File: src/rtl/core/mexp_pkg.sv
// Shared constants, types and control structs for the modular exponentiation unit.
`default_nettype none

package mexp_pkg;

	// Field widths
	localparam int BASE_W = 64;
	localparam int EXP_W  = 63;
	localparam int RES_W  = 30;

	// Default number of exponent bits walked by the square-and-multiply loop
	localparam int EXP_BITS_DEF = 63;

	// Modulus and the exponent used for the Fermat inverse
	localparam logic [RES_W-1:0] PRIME   = 30'd998244353;
	localparam logic [RES_W-1:0] INV_EXP = 30'(32'd998244353 - 32'd2);

	// Base reduction: one digit of RED_DIGIT bits per cycle, MSB first
	localparam int RED_DIGIT = 4;
	localparam int RED_STEPS = BASE_W / RED_DIGIT;

	// Barrett reduction: product < 2^60, estimate uses product[59:29] * M >> 31
	localparam int BAR_K     = 60;
	localparam int BAR_SHIFT = 29;
	localparam int BAR_W     = BAR_K - BAR_SHIFT;
	localparam logic [BAR_W-1:0] BARRETT_M =
		BAR_W'((64'd1 << BAR_K) / 64'(PRIME));

	// Controller -> datapath commands
	typedef struct packed {
		logic load;         // take a new item
		logic red_step;     // one digit of base reduction
		logic fix;          // sign fixup of base, acc <= 1
		logic mm_start;     // launch a modular multiply
		logic mm_sel_base;  // 0: acc*acc, 1: acc*base
		logic acc_wr;       // acc <= multiplier result
		logic e_shift;      // advance to next exponent bit
		logic out_load;     // result register <= acc
	} cmd_t;

	// Datapath -> controller status
	typedef struct packed {
		logic mm_done;
		logic e_msb;
	} sts_t;

endpackage

`default_nettype wire

File: src/rtl/core/mexp_if.sv
// Valid/ready channel interfaces for operand items and result items.
`default_nettype none

interface mexp_in_if;
	logic                                valid;
	logic                                ready;
	logic                                mode;
	logic signed [mexp_pkg::BASE_W-1:0]  base;
	logic        [mexp_pkg::EXP_W-1:0]   exponent;

	modport source (output valid, output mode, output base, output exponent, input ready);
	modport sink   (input valid, input mode, input base, input exponent, output ready);
endinterface

interface mexp_out_if;
	logic                        valid;
	logic                        ready;
	logic [mexp_pkg::RES_W-1:0]  result;

	modport source (output valid, output result, input ready);
	modport sink   (input valid, input result, output ready);
endinterface

`default_nettype wire

File: src/rtl/core/mexp_mulmod.sv
// Four-stage Barrett modular multiplier, a*b mod p for operands below p.
`default_nettype none

module mexp_mulmod (
	input  wire logic                        clk,
	input  wire logic                        arst_n,
	input  wire logic                        start,
	input  wire logic [mexp_pkg::RES_W-1:0]  a,
	input  wire logic [mexp_pkg::RES_W-1:0]  b,
	output logic                             done,
	output logic      [mexp_pkg::RES_W-1:0]  r
);

	localparam int PW = 2 * mexp_pkg::RES_W;
	localparam int QW = mexp_pkg::BAR_W;
	localparam int TW = mexp_pkg::RES_W + 2;  // holds up to 3p

	logic [PW-1:0]         x_s1;
	logic [QW-1:0]         q_s2;
	logic [TW-1:0]         lo_s2;
	logic [TW-1:0]         t_s3;
	logic [mexp_pkg::RES_W-1:0] r_s4;
	logic                  v_s1, v_s2, v_s3, v_s4;

	logic [2*QW-1:0]       qest;
	logic [QW+mexp_pkg::RES_W-1:0] qp;
	logic [TW-1:0]         p1, p2;
	logic [TW-1:0]         t_fix;

	always_ff @(posedge clk or negedge arst_n) begin
		if (!arst_n) begin
			v_s1 <= 1'b0;
			v_s2 <= 1'b0;
			v_s3 <= 1'b0;
			v_s4 <= 1'b0;
		end else begin
			v_s1 <= start;
			v_s2 <= v_s1;
			v_s3 <= v_s2;
			v_s4 <= v_s3;
		end
	end

	// S1: raw product
	always_ff @(posedge clk) begin
		x_s1 <= PW'(a) * PW'(b);
	end

	// S2: quotient estimate, at most two short of the true quotient
	assign qest = (2*QW)'(x_s1[PW-1:mexp_pkg::BAR_SHIFT]) * (2*QW)'(mexp_pkg::BARRETT_M);

	always_ff @(posedge clk) begin
		q_s2  <= qest[2*QW-1:QW];
		lo_s2 <= x_s1[TW-1:0];
	end

	// S3: remainder estimate, below 3p so the low bits suffice
	assign qp = (QW+mexp_pkg::RES_W)'(q_s2) * (QW+mexp_pkg::RES_W)'(mexp_pkg::PRIME);

	always_ff @(posedge clk) begin
		t_s3 <= lo_s2 - qp[TW-1:0];
	end

	// S4: final correction
	assign p1 = TW'(mexp_pkg::PRIME);
	assign p2 = p1 << 1;

	always_comb begin
		if (t_s3 >= p2) begin
			t_fix = t_s3 - p2;
		end else if (t_s3 >= p1) begin
			t_fix = t_s3 - p1;
		end else begin
			t_fix = t_s3;
		end
	end

	always_ff @(posedge clk) begin
		r_s4 <= t_fix[mexp_pkg::RES_W-1:0];
	end

	assign done = v_s4;
	assign r    = r_s4;

endmodule

`default_nettype wire

File: src/rtl/core/mexp_dp.sv
// Datapath: base reduction, exponent shifter, accumulator and result register.
`default_nettype none

module mexp_dp #(
	parameter int EXP_BITS = mexp_pkg::EXP_BITS_DEF
) (
	input  wire logic                                clk,
	input  wire logic                                arst_n,
	input  wire mexp_pkg::cmd_t                      cmd,
	output mexp_pkg::sts_t                           sts,
	input  wire logic                                mode,
	input  wire logic signed [mexp_pkg::BASE_W-1:0]  base,
	input  wire logic        [mexp_pkg::EXP_W-1:0]   exponent,
	output logic             [mexp_pkg::RES_W-1:0]   result
);

	localparam int BW = mexp_pkg::BASE_W;
	localparam int RW = mexp_pkg::RES_W;
	localparam int DG = mexp_pkg::RED_DIGIT;

	logic [BW-1:0]       mag_q;
	logic                neg_q;
	logic [RW-1:0]       r_q;
	logic [RW-1:0]       b_q;
	logic [RW-1:0]       acc_q;
	logic [EXP_BITS-1:0] e_q;
	logic [RW-1:0]       res_q;

	logic [RW:0]         red_v [DG+1];
	logic [RW-1:0]       red_next;
	logic [RW-1:0]       b_fixed;
	logic [RW-1:0]       mm_b;
	logic [RW-1:0]       mm_r;
	logic                mm_done;

	// Shift-and-subtract reduction, one digit per cycle
	always_comb begin
		red_v[0] = {1'b0, r_q};
		for (int i = 0; i < DG; i++) begin
			red_v[i+1] = {red_v[i][RW-1:0], mag_q[BW-1-i]};
			if (red_v[i+1] >= (RW+1)'(mexp_pkg::PRIME)) begin
				red_v[i+1] = red_v[i+1] - (RW+1)'(mexp_pkg::PRIME);
			end
		end
		red_next = red_v[DG][RW-1:0];
	end

	// Negative base wraps to p - r unless r is zero
	assign b_fixed = (neg_q && (r_q != '0)) ? (mexp_pkg::PRIME - r_q) : r_q;

	assign mm_b = cmd.mm_sel_base ? b_q : acc_q;

	mexp_mulmod u_mulmod (
		.clk    (clk),
		.arst_n (arst_n),
		.start  (cmd.mm_start),
		.a      (acc_q),
		.b      (mm_b),
		.done   (mm_done),
		.r      (mm_r)
	);

	always_ff @(posedge clk) begin
		if (cmd.load) begin
			neg_q <= base[BW-1];
			mag_q <= base[BW-1] ? (~base + BW'(1)) : base;
			r_q   <= '0;
			e_q   <= mode ? EXP_BITS'(mexp_pkg::INV_EXP) : exponent[EXP_BITS-1:0];
		end else begin
			if (cmd.red_step) begin
				mag_q <= mag_q << DG;
				r_q   <= red_next;
			end
			if (cmd.e_shift) begin
				e_q <= e_q << 1;
			end
		end
		if (cmd.fix) begin
			b_q   <= b_fixed;
			acc_q <= RW'(1);
		end else if (cmd.acc_wr) begin
			acc_q <= mm_r;
		end
		if (cmd.out_load) begin
			res_q <= acc_q;
		end
	end

	assign sts.mm_done = mm_done;
	assign sts.e_msb   = e_q[EXP_BITS-1];
	assign result      = res_q;

endmodule

`default_nettype wire

File: src/rtl/core/mexp_ctrl.sv
// Controller: sequences reduction, square-and-multiply steps and result hand-off.
`default_nettype none

module mexp_ctrl #(
	parameter int EXP_BITS = mexp_pkg::EXP_BITS_DEF
) (
	input  wire logic            clk,
	input  wire logic            arst_n,
	input  wire logic            in_valid,
	output logic                 in_ready,
	output logic                 out_valid,
	input  wire logic            out_ready,
	input  wire mexp_pkg::sts_t  sts,
	output mexp_pkg::cmd_t       cmd
);

	localparam int RCW = $clog2(mexp_pkg::RED_STEPS);
	localparam int BCW = $clog2(EXP_BITS);

	typedef enum logic [8:0] {
		ST_IDLE     = 9'b000000001,
		ST_RED      = 9'b000000010,
		ST_FIX      = 9'b000000100,
		ST_SQ_GO    = 9'b000001000,
		ST_SQ_WAIT  = 9'b000010000,
		ST_MUL_GO   = 9'b000100000,
		ST_MUL_WAIT = 9'b001000000,
		ST_NEXT     = 9'b010000000,
		ST_DONE     = 9'b100000000
	} state_t;

	state_t         state_q, state_nx;
	logic [RCW-1:0] red_cnt_q;
	logic [BCW-1:0] bit_cnt_q;
	logic           out_valid_q;
	logic           accept;
	logic           out_free;

	assign accept   = in_valid && (state_q == ST_IDLE);
	assign out_free = !out_valid_q || out_ready;

	always_comb begin
		state_nx = state_q;
		cmd      = '0;
		case (state_q)
			ST_IDLE: begin
				if (in_valid) begin
					cmd.load = 1'b1;
					state_nx = ST_RED;
				end
			end
			ST_RED: begin
				cmd.red_step = 1'b1;
				if (red_cnt_q == RCW'(mexp_pkg::RED_STEPS - 1)) begin
					state_nx = ST_FIX;
				end
			end
			ST_FIX: begin
				cmd.fix  = 1'b1;
				state_nx = ST_SQ_GO;
			end
			ST_SQ_GO: begin
				cmd.mm_start = 1'b1;
				state_nx     = ST_SQ_WAIT;
			end
			ST_SQ_WAIT: begin
				if (sts.mm_done) begin
					cmd.acc_wr = 1'b1;
					state_nx   = sts.e_msb ? ST_MUL_GO : ST_NEXT;
				end
			end
			ST_MUL_GO: begin
				cmd.mm_start    = 1'b1;
				cmd.mm_sel_base = 1'b1;
				state_nx        = ST_MUL_WAIT;
			end
			ST_MUL_WAIT: begin
				if (sts.mm_done) begin
					cmd.acc_wr = 1'b1;
					state_nx   = ST_NEXT;
				end
			end
			ST_NEXT: begin
				cmd.e_shift = 1'b1;
				state_nx    = (bit_cnt_q == BCW'(EXP_BITS - 1)) ? ST_DONE : ST_SQ_GO;
			end
			ST_DONE: begin
				if (out_free) begin
					cmd.out_load = 1'b1;
					state_nx     = ST_IDLE;
				end
			end
			default: begin
				state_nx = ST_IDLE;
			end
		endcase
	end

	always_ff @(posedge clk or negedge arst_n) begin
		if (!arst_n) begin
			state_q     <= ST_IDLE;
			red_cnt_q   <= '0;
			bit_cnt_q   <= '0;
			out_valid_q <= 1'b0;
		end else begin
			state_q <= state_nx;
			if (accept) begin
				red_cnt_q <= '0;
			end else if (state_q == ST_RED) begin
				red_cnt_q <= red_cnt_q + RCW'(1);
			end
			if (state_q == ST_FIX) begin
				bit_cnt_q <= '0;
			end else if (state_q == ST_NEXT) begin
				bit_cnt_q <= bit_cnt_q + BCW'(1);
			end
			if (cmd.out_load) begin
				out_valid_q <= 1'b1;
			end else if (out_ready) begin
				out_valid_q <= 1'b0;
			end
		end
	end

	assign in_ready  = (state_q == ST_IDLE);
	assign out_valid = out_valid_q;

endmodule

`default_nettype wire

File: src/rtl/core/modular_exponentiation_unit_top.sv
// One item at a time: the next item is taken once the result is registered, which waits
// while an earlier result is still held unaccepted on the output.
// The multiplier pipeline is occupied by each square and each multiply in turn.
// Reset (arst_n low, asynchronous) returns the controller to idle and drops the result valid.
`default_nettype none

module modular_exponentiation_unit_top #(
	parameter int EXP_BITS = mexp_pkg::EXP_BITS_DEF
) (
	input  wire logic   clk,
	input  wire logic   arst_n,
	mexp_in_if.sink     operand,
	mexp_out_if.source  answer
);

	// Command and status between the sequencer and the arithmetic
	mexp_pkg::cmd_t cmd;
	mexp_pkg::sts_t sts;

	// Controller: owns the handshakes, step counters and the result valid flag.
	// The result register sits in the datapath, so a finished item can wait on
	// the output while the controller is back in idle taking the next one.
	mexp_ctrl #(
		.EXP_BITS (EXP_BITS)
	) u_ctrl (
		.clk       (clk),
		.arst_n    (arst_n),
		.in_valid  (operand.valid),
		.in_ready  (operand.ready),
		.out_valid (answer.valid),
		.out_ready (answer.ready),
		.sts       (sts),
		.cmd       (cmd)
	);

	// Datapath: base reduced MSB-first one digit per cycle, then left-to-right
	// square-and-multiply over the low EXP_BITS exponent bits (p-2 in inverse mode)
	mexp_dp #(
		.EXP_BITS (EXP_BITS)
	) u_dp (
		.clk      (clk),
		.arst_n   (arst_n),
		.cmd      (cmd),
		.sts      (sts),
		.mode     (operand.mode),
		.base     (operand.base),
		.exponent (operand.exponent),
		.result   (answer.result)
	);

endmodule

`default_nettype wire

File: src/flat_wrapper.sv
// flat-port wrapper written by rule: the top's interface ports become plain ports
module modular_exponentiation_unit_top_flat 
#(
	parameter int EXP_BITS = mexp_pkg::EXP_BITS_DEF
)
  (clk, arst_n, operand_valid, operand_mode, operand_base, operand_exponent, operand_ready, answer_valid, answer_result, answer_ready);
  mexp_in_if operand_i ();
  mexp_out_if answer_i ();
  input  wire logic clk;
  input  wire logic arst_n;
  input wire logic [$bits(operand_i.valid)-1:0] operand_valid;
  input wire logic [$bits(operand_i.mode)-1:0] operand_mode;
  input wire logic [$bits(operand_i.base)-1:0] operand_base;
  input wire logic [$bits(operand_i.exponent)-1:0] operand_exponent;
  output wire logic [$bits(operand_i.ready)-1:0] operand_ready;
  output wire logic [$bits(answer_i.valid)-1:0] answer_valid;
  output wire logic [$bits(answer_i.result)-1:0] answer_result;
  input wire logic [$bits(answer_i.ready)-1:0] answer_ready;
  assign operand_i.valid = operand_valid;
  assign operand_i.mode = operand_mode;
  assign operand_i.base = operand_base;
  assign operand_i.exponent = operand_exponent;
  assign operand_ready = operand_i.ready;
  assign answer_valid = answer_i.valid;
  assign answer_result = answer_i.result;
  assign answer_i.ready = answer_ready;
  modular_exponentiation_unit_top #(.EXP_BITS(EXP_BITS)) u_core (.clk(clk), .arst_n(arst_n), .operand(operand_i), .answer(answer_i));
endmodule
File: config.mk
export PLATFORM = sky130hd
export DESIGN_NAME = modular_exponentiation_unit_top_flat
export DESIGN_NICKNAME = d
export VERILOG_FILES = /design/src/rtl/core/mexp_pkg.sv /design/src/rtl/core/mexp_if.sv /design/src/rtl/core/mexp_mulmod.sv /design/src/rtl/core/mexp_dp.sv /design/src/rtl/core/mexp_ctrl.sv /design/src/rtl/core/modular_exponentiation_unit_top.sv /design/src/flat_wrapper.sv
export SDC_FILE = /design/constraint.sdc
export NUM_CORES = 2
export LEC_CHECK = 0
export BUFFER_PORTS_ARGS = -buffer_cell sky130_fd_sc_hd__buf_2
export CORE_ASPECT_RATIO = 2
export CORE_MARGIN = 8
export CORE_UTILIZATION = 45
export DETAILED_ROUTE_END_ITERATION = 10
export SYNTH_ARGS = -nofsm -noshare
export SYNTH_HDL_FRONTEND = slang
export SYNTH_SLANG_ARGS = --single-unit
File: constraint.sdc
create_clock -name clk -period 11.2 [get_ports clk]
set_clock_uncertainty 0.05 [all_clocks]
set_input_delay 2.24 -clock clk [delete_from_list [all_inputs] [get_ports clk]]
set_output_delay 2.24 -clock clk [all_outputs]
set_load 0.01 [all_outputs]
### After elaboration in Yosys (flattened, before gate mapping)

Index checks and enable logic that the tools add are counted.

| storage, ports and cells | value |
|---|---|
| register bits | 457 |
| latch bits | 0 |
| memory bits (writable) | 0 |
| bits in read-only memories | 0 |
| input bits | 132 |
| output and inout port bits | 32 |
| logic and storage cells | 109 |
| memories kept | 0 |

| cells by class | value |
|---|---|
| add/sub/neg operators | 11 |
| multiply operators | 3 |
| div/mod/pow operators | 0 |
| magnitude comparators | 6 |
| eq/ne operators | 16 |
| shift-type cells | 0 |
| muxes and demuxes | 39 |
| bitwise operators | 1 |
| reduce and logical (&&, ||, !) cells | 13 |

Operators by type and width:

| kind | count |
|---|---|
| 2-to-1 mux 30 bit | 8 |
| 2-to-1 mux 64 bit | 3 |
| 2-to-1 mux 63 bit | 3 |
| subtractor 30 bit (second input constant) | 6 |
| >= comparator 31 x 30 -> 1 bit (second input constant) | 4 |
| case mux 9 bit (9 select lines) | 1 |
| adder 64 x 2 -> 64 bit (second input constant) | 1 |
| inverter 64 bit | 1 |
| multiplier 31 x 31 -> 62 bit (second input constant) | 1 |
| multiplier 30 x 30 -> 60 bit | 1 |
| 2-to-1 mux 9 bit | 6 |
| >= comparator 32 x 30 -> 1 bit (second input constant) | 1 |
| >= comparator 32 x 31 -> 1 bit (second input constant) | 1 |
| multiplier 31 x 30 -> 32 bit (second input constant) | 1 |
| subtractor 32 bit | 1 |
| nonzero test 30 bit | 1 |
| subtractor 30 bit (first input constant) | 1 |
| 2-to-1 mux 1 bit | 13 |
| 2-to-1 mux 6 bit | 2 |
| != test 2 bit (second input constant) | 5 |
| nonzero test 2 bit | 5 |
| == test 9 x 1 -> 1 bit (second input constant) | 1 |
| == test 9 x 2 -> 1 bit (second input constant) | 1 |
| == test 9 x 3 -> 1 bit (second input constant) | 1 |
| 17 further kinds | 20 |

### Longest topological paths before layout

| depth | value |
|---|---|
| depth in word-level cells | 8 |
| gate-level depth with buffers | 43 |
| gate-level depth less buffers | 40 |

### Cells and area by module

From an unflattened synthesis, not the netlist that was laid out.

| second synthesis, totals | value |
|---|---|
| cells, all modules | 7222 |
| area, all modules | 68114.1 um^2 |

By module, submodules not included:

| module | instances | cells each | area each (um^2) | seq. area each (um^2) |
|---|---|---|---|---|
| mexp_mulmod | 1 | 5406 | 51025.2 | 3803.6 |
| mexp_dp | 1 | 1696 | 15894.0 | 6846.6 |
| mexp_ctrl | 1 | 120 | 1194.9 | 501.7 |

### Worst setup path after synthesis

Ideal clock, no wire load.

| path | value |
|---|---|
| path kind | flip-flop to flip-flop |
| start | register u_core.u_ctrl.state_q[6] |
| end | register u_core.u_dp.u_mulmod.x_s1[59] |
| library setup time | 72 ps |
| arrival time | 9725 ps |
| data required time | 11078 ps |
| path slack | 1353 ps |
| cell stages (with the launch flop) | 40 |
| buffers on the path | 4 |
| path through | dfrtp_1 -> nor3_1 -> nand3_1 -> or3b_2 -> clkbuf_1 -> clkbuf_1 -> mux2_2 -> clkbuf_1 -> clkbuf_1 -> nand2_1 -> fa_1 -> inv_1 -> fa_1 -> inv_1 -> fa_1 -> inv_1 -> fa_1 -> fa_1 -> [... 4 more ...] -> a21oi_1 -> nor2b_1 -> o21ai_0 -> nand2_1 -> nand3_1 -> nand2_1 -> a211o_1 -> a31oi_1 -> o211ai_1 -> a311oi_1 -> nand3b_1 -> a31oi_1 -> a41o_1 -> nor2b_1 -> o31ai_1 -> a21o_1 -> a21oi_1 -> xnor2_1 |

| between the ends | value |
|---|---|
| longest elaborated chain between the ends | 4 |

RTL lines:

| element | RTL line | RTL |
|---|---|---|
| start: declaration | mexp_ctrl.sv:32 | `state_t state_q, state_nx;` |
| start signal: assignment | mexp_ctrl.sv:106 | `state_q <= state_nx;` |
| == test 9 x 6 -> 1 bit | mexp_ctrl.sv:45 | `case (state_q)` |
| 2-to-1 mux 1 bit | mexp_ctrl.sv:45 |  |
| 2-to-1 mux 30 bit | mexp_dp.sv:51 | `assign mm_b = cmd.mm_sel_base ? b_q : acc_q;` |
| multiplier 30 x 30 -> 60 bit | mexp_mulmod.sv:46 | `x_s1 <= PW'(a) * PW'(b);` |
| end signal: assignment | mexp_mulmod.sv:46 |  |
| end: declaration | mexp_mulmod.sv:18 | `logic [PW-1:0] x_s1;` |

Every way passes these cells.
A chain may end at the register's enable or synchronous reset.

### Worst setup path in the final report

| path | value |
|---|---|
| start | register u_core.u_ctrl.state_q[6] |
| end | register u_core.u_dp.u_mulmod.x_s1[58] |

Same word-level chain as after synthesis.

==> impl_results.md <==
- Post-route DRC violation count: 0
- Syn_nets: 8957
- Global-route wire length before repair: 319.7 mm
- Most used flip-flop cell after synthesis: dfxtp_1
- Root Driver: clkbuf_16
- Worst Hold Class: flip-flop to flip-flop
- CP Class: flip-flop to flip-flop
- Post-Place Cells: 8947
- RSZ-0062 raised after global routing: false
- Final-stage net count: 9069
- WL met3: 9.208 mm
- Die X-Extent: 286.5 um
- CTS tree: yes
- Die height: 556.9 um
- Synth cell types: 111
- CTS Buf Count: 50
- Top Metal Used: met5
- Commonest cells post-synth: 1343 x inv_1, 1061 x fa_1, 994 x nand2_1
- Synth Instances: 6989
- Starting Density: 0.4527
- Fillers: 13830
- Syn Area/Cell: 9.419 um2
- Via count: 49580
- Routed wire length: 208.8 mm
- Maximum VDD drop: 0.0001222 V
- Routed wl met2: 111.5 mm
- Largest net degree at the start of global routing: 101
- Crit path required time: 11.70 ns
- Top cells by area, synth: fa_1 32%, ha_1 15%, edfxtp_1 8.6%
- Grt ovf: 0
- F_max: 95.47 MHz
- Area of the mapped netlist: 65830 um2
- Synthesis-to-finish area growth: 8.043%
- Pin slew with the least headroom to its limit: 1.430 ns
- Final Hold Viols: 0
- H-tree depth: 2
- Warnings, synthesis: 0
- Post-synthesis sequential area ratio: 0.1694
- Status: finished clean
- Worst skew pair latency: 0.65 ns
- IO Port Bufs: 163
- Worst-path clk slew: 0.07 ns
- Core Area: 145400 um2
- Setup bufs post-CTS: 0
- Detail Route Antenna Nets: 0
- Boundary Pins: 164
- # rows: 198
- Final std cells w/o fill: 9051
- Ys async rst share: 0.05252
- Final GP Congestion: 0.9826
- Initial antenna violation count: 6
- Yosys top cell by area: fa_1
- Final setup violation count: 0
- Total Neg Setup Slack: 0 ns
- CP dominant cell by count: fa_1
- Deepest clock path buffer count: 3
- Slowest cell on crit path: or3b_2
- Slowest stage delay, CP: 0.60 ns
- Crit path arrival time: 10.98 ns
- Die area: 159500 um2
- Max-cap violations: 0
- Crit end category: flip-flop
- M1 WL: 66.16 mm
- Layout cell share with drive strength beyond 1: 0.07745
- Leakage: 0.03568 uW
- Cell with the most instances after synthesis: inv_1
- First-pass DRT Iterations: 5
- Post-synth EDFFs: 188
- CP bufs+invs: 7
- Clk sinks: 457
- Final Critical Period: 10.48 ns
- Area taken by multi-input logic gates: 48510 um2
- Vias/cell: 5.478
- CP Max Fanout: 23
- CP startpoint kind: flip-flop
- Sequential Area: 11150 um2
- PD cells: 49.67 nW/um2
- Slew headroom: 0.03686
- Final period utilization: 0.9353
- Global router's overall resource usage: 0.2639
- First DRT Iteration DRCs: 2398
- Seq cells post-synth: 457
- Yosys top cell area share: 0.3226
- Vias in the first global route: 55170
- DP HPWL: 171.3 mm
- Slew Limit Fails: 0
- Crit path max-delay family: adder cells
- Wire per inst: 23.07 um
==> logic make-up (layout without fill, tap and decap cells) <==
logic type,after synthesis,in the layout,share of synthesized area
AOI/OAI and AO/OA,677,677,0.06766
xor gates and xnor gates,349,349,0.04689
adders and majority gates,1837,1837,0.4701
buffers and inverters,1647,1798,0.09474
DFF,457,457,0.1694
muxes,71,71,0.01140
other,0,11,0
and+or+nand+nor,1951,1951,0.1398
==> worst reg2reg max path: cells and delay by family, from the launching register on <==
kind	cells	cell delay, ns
AOI/OAI and AO/OA	11	2.80
and+or+nand+nor	7	1.97
xor gates and xnor gates	1	0.13
buffers and inverters	7	0.69
adders and majority gates	9	3.80
muxes	1	0.46
DFF	1	0.45
==> per-layer routing <==
| layer | global-route usage | up-vias |
|---|---|---|
| li1 | - | 22210 |
| met1 | 0.2482 | 24830 |
| met2 | 0.5003 | 1737 |
| met3 | 0.03350 | 808 |
| met4 | 0.2193 | 2 |
| met5 | 0 | - |
==> cell usage in the layout (no fill, tap or decap), types with 30 or more instances in the layout <==
cell,count
nand3_1,77
nor3_1,80
clkbuf_16,50
xnor2_1,192
buf_2,163
buf_4,195
a21oi_1,122
or3_1,44
dfxtp_1,245
and2_1,172
mux2i_1,36
and3_1,31
o21ai_0,201
edfxtp_1,188
nor2b_1,114
fa_1,1061
inv_1,1343
ha_1,775
xor2_1,153
a31oi_1,30
nand2_1,992
nand3b_1,40
nor2_1,234
o21a_1,34
o31ai_1,34
==> worst paths after layout <==
path	startpoint	end	slack (ns)	cells past startpoint
worst max-delay path	u_core.u_ctrl.state_q[6]$_DFFE_PN0P_	u_core.u_dp.u_mulmod.x_s1[58]$_DFF_P_	0.72	36
min in group asynchronous	arst_n	u_core.u_ctrl.bit_cnt_q[3]$_DFFE_PN0P_	1.53	1
worst min-delay path	u_core.u_dp.u_mulmod.x_s1[27]$_DFF_P_	u_core.u_dp.u_mulmod.lo_s2[27]$_DFF_P_	0.27	0
max in group asynchronous	arst_n	u_core.u_dp.u_mulmod.v_s2$_DFF_PN0_	9.20	1
worst min register to register	u_core.u_dp.u_mulmod.x_s1[27]$_DFF_P_	u_core.u_dp.u_mulmod.lo_s2[27]$_DFF_P_	0.27	0
worst max register to register	u_core.u_ctrl.state_q[6]$_DFFE_PN0P_	u_core.u_dp.u_mulmod.x_s1[58]$_DFF_P_	0.72	36
==> final cells by class <==
| type | instances | area share |
|---|---|---|
| multi-input combinational | 4885 | 0.6821 |
| sequential | 457 | 0.1568 |
| inverter | 1345 | 0.07098 |
| tap | 1900 | 0.03342 |
| timing repair buffer | 362 | 0.03282 |
| clock buffer | 60 | 0.01840 |
| clock inverter | 31 | 0.005137 |
| antenna | 11 | 0.0003870 |
==> stage by stage <==
stage               hold slack, ns  utilization  worst slack (ns)  cell area, um2  power, uW
detailed placement          0.2632       0.4771            0.4734           69390       1823
global route                0.2679       0.4891           0.07045           71120       3643
finish                      0.2692       0.4891            0.7250           71130       3533
floorplan                   0.2596            -             1.353           65830       1784
CTS                         0.2645       0.4887            0.3984           71060       3586
global placement            0.2604       0.4771            0.6482           69390       1823
==> state kept, by name, indices dropped and copies added, names as in the netlist, 4 cells and up <==
register	flops
u_core.u_dp.result	30
u_core.u_dp.r_q	30
u_core.u_ctrl.state_q	9
u_core.u_dp.acc_q	30
u_core.u_dp.u_mulmod.x_s1	60
u_core.u_ctrl.bit_cnt_q	6
u_core.u_dp.b_q	30
u_core.u_dp.u_mulmod.q_s2	31
u_core.u_dp.mag_q	64
u_core.u_ctrl.red_cnt_q	4
u_core.u_dp.u_mulmod.lo_s2	32
u_core.u_dp.u_mulmod.t_s3	32
u_core.u_dp.u_mulmod.r	30
u_core.u_dp.e_q	63
==> repair_timing <==
action | CTS | global route
gates resized for setup | 0 | 7
endpoints found under the setup margin | 0 | 4
hold buffers | 0 | 0
==> report_power, final <==
part	switching (uW)	total [uW]	internal, uW	leakage (uW)
clock network	767	1750	980	0.000821
registers	0.00000000000000639	1720	1720	0.00363
logic	35.2	66.9	31.6	0.0312
Power figures use the tool's default switching activity.
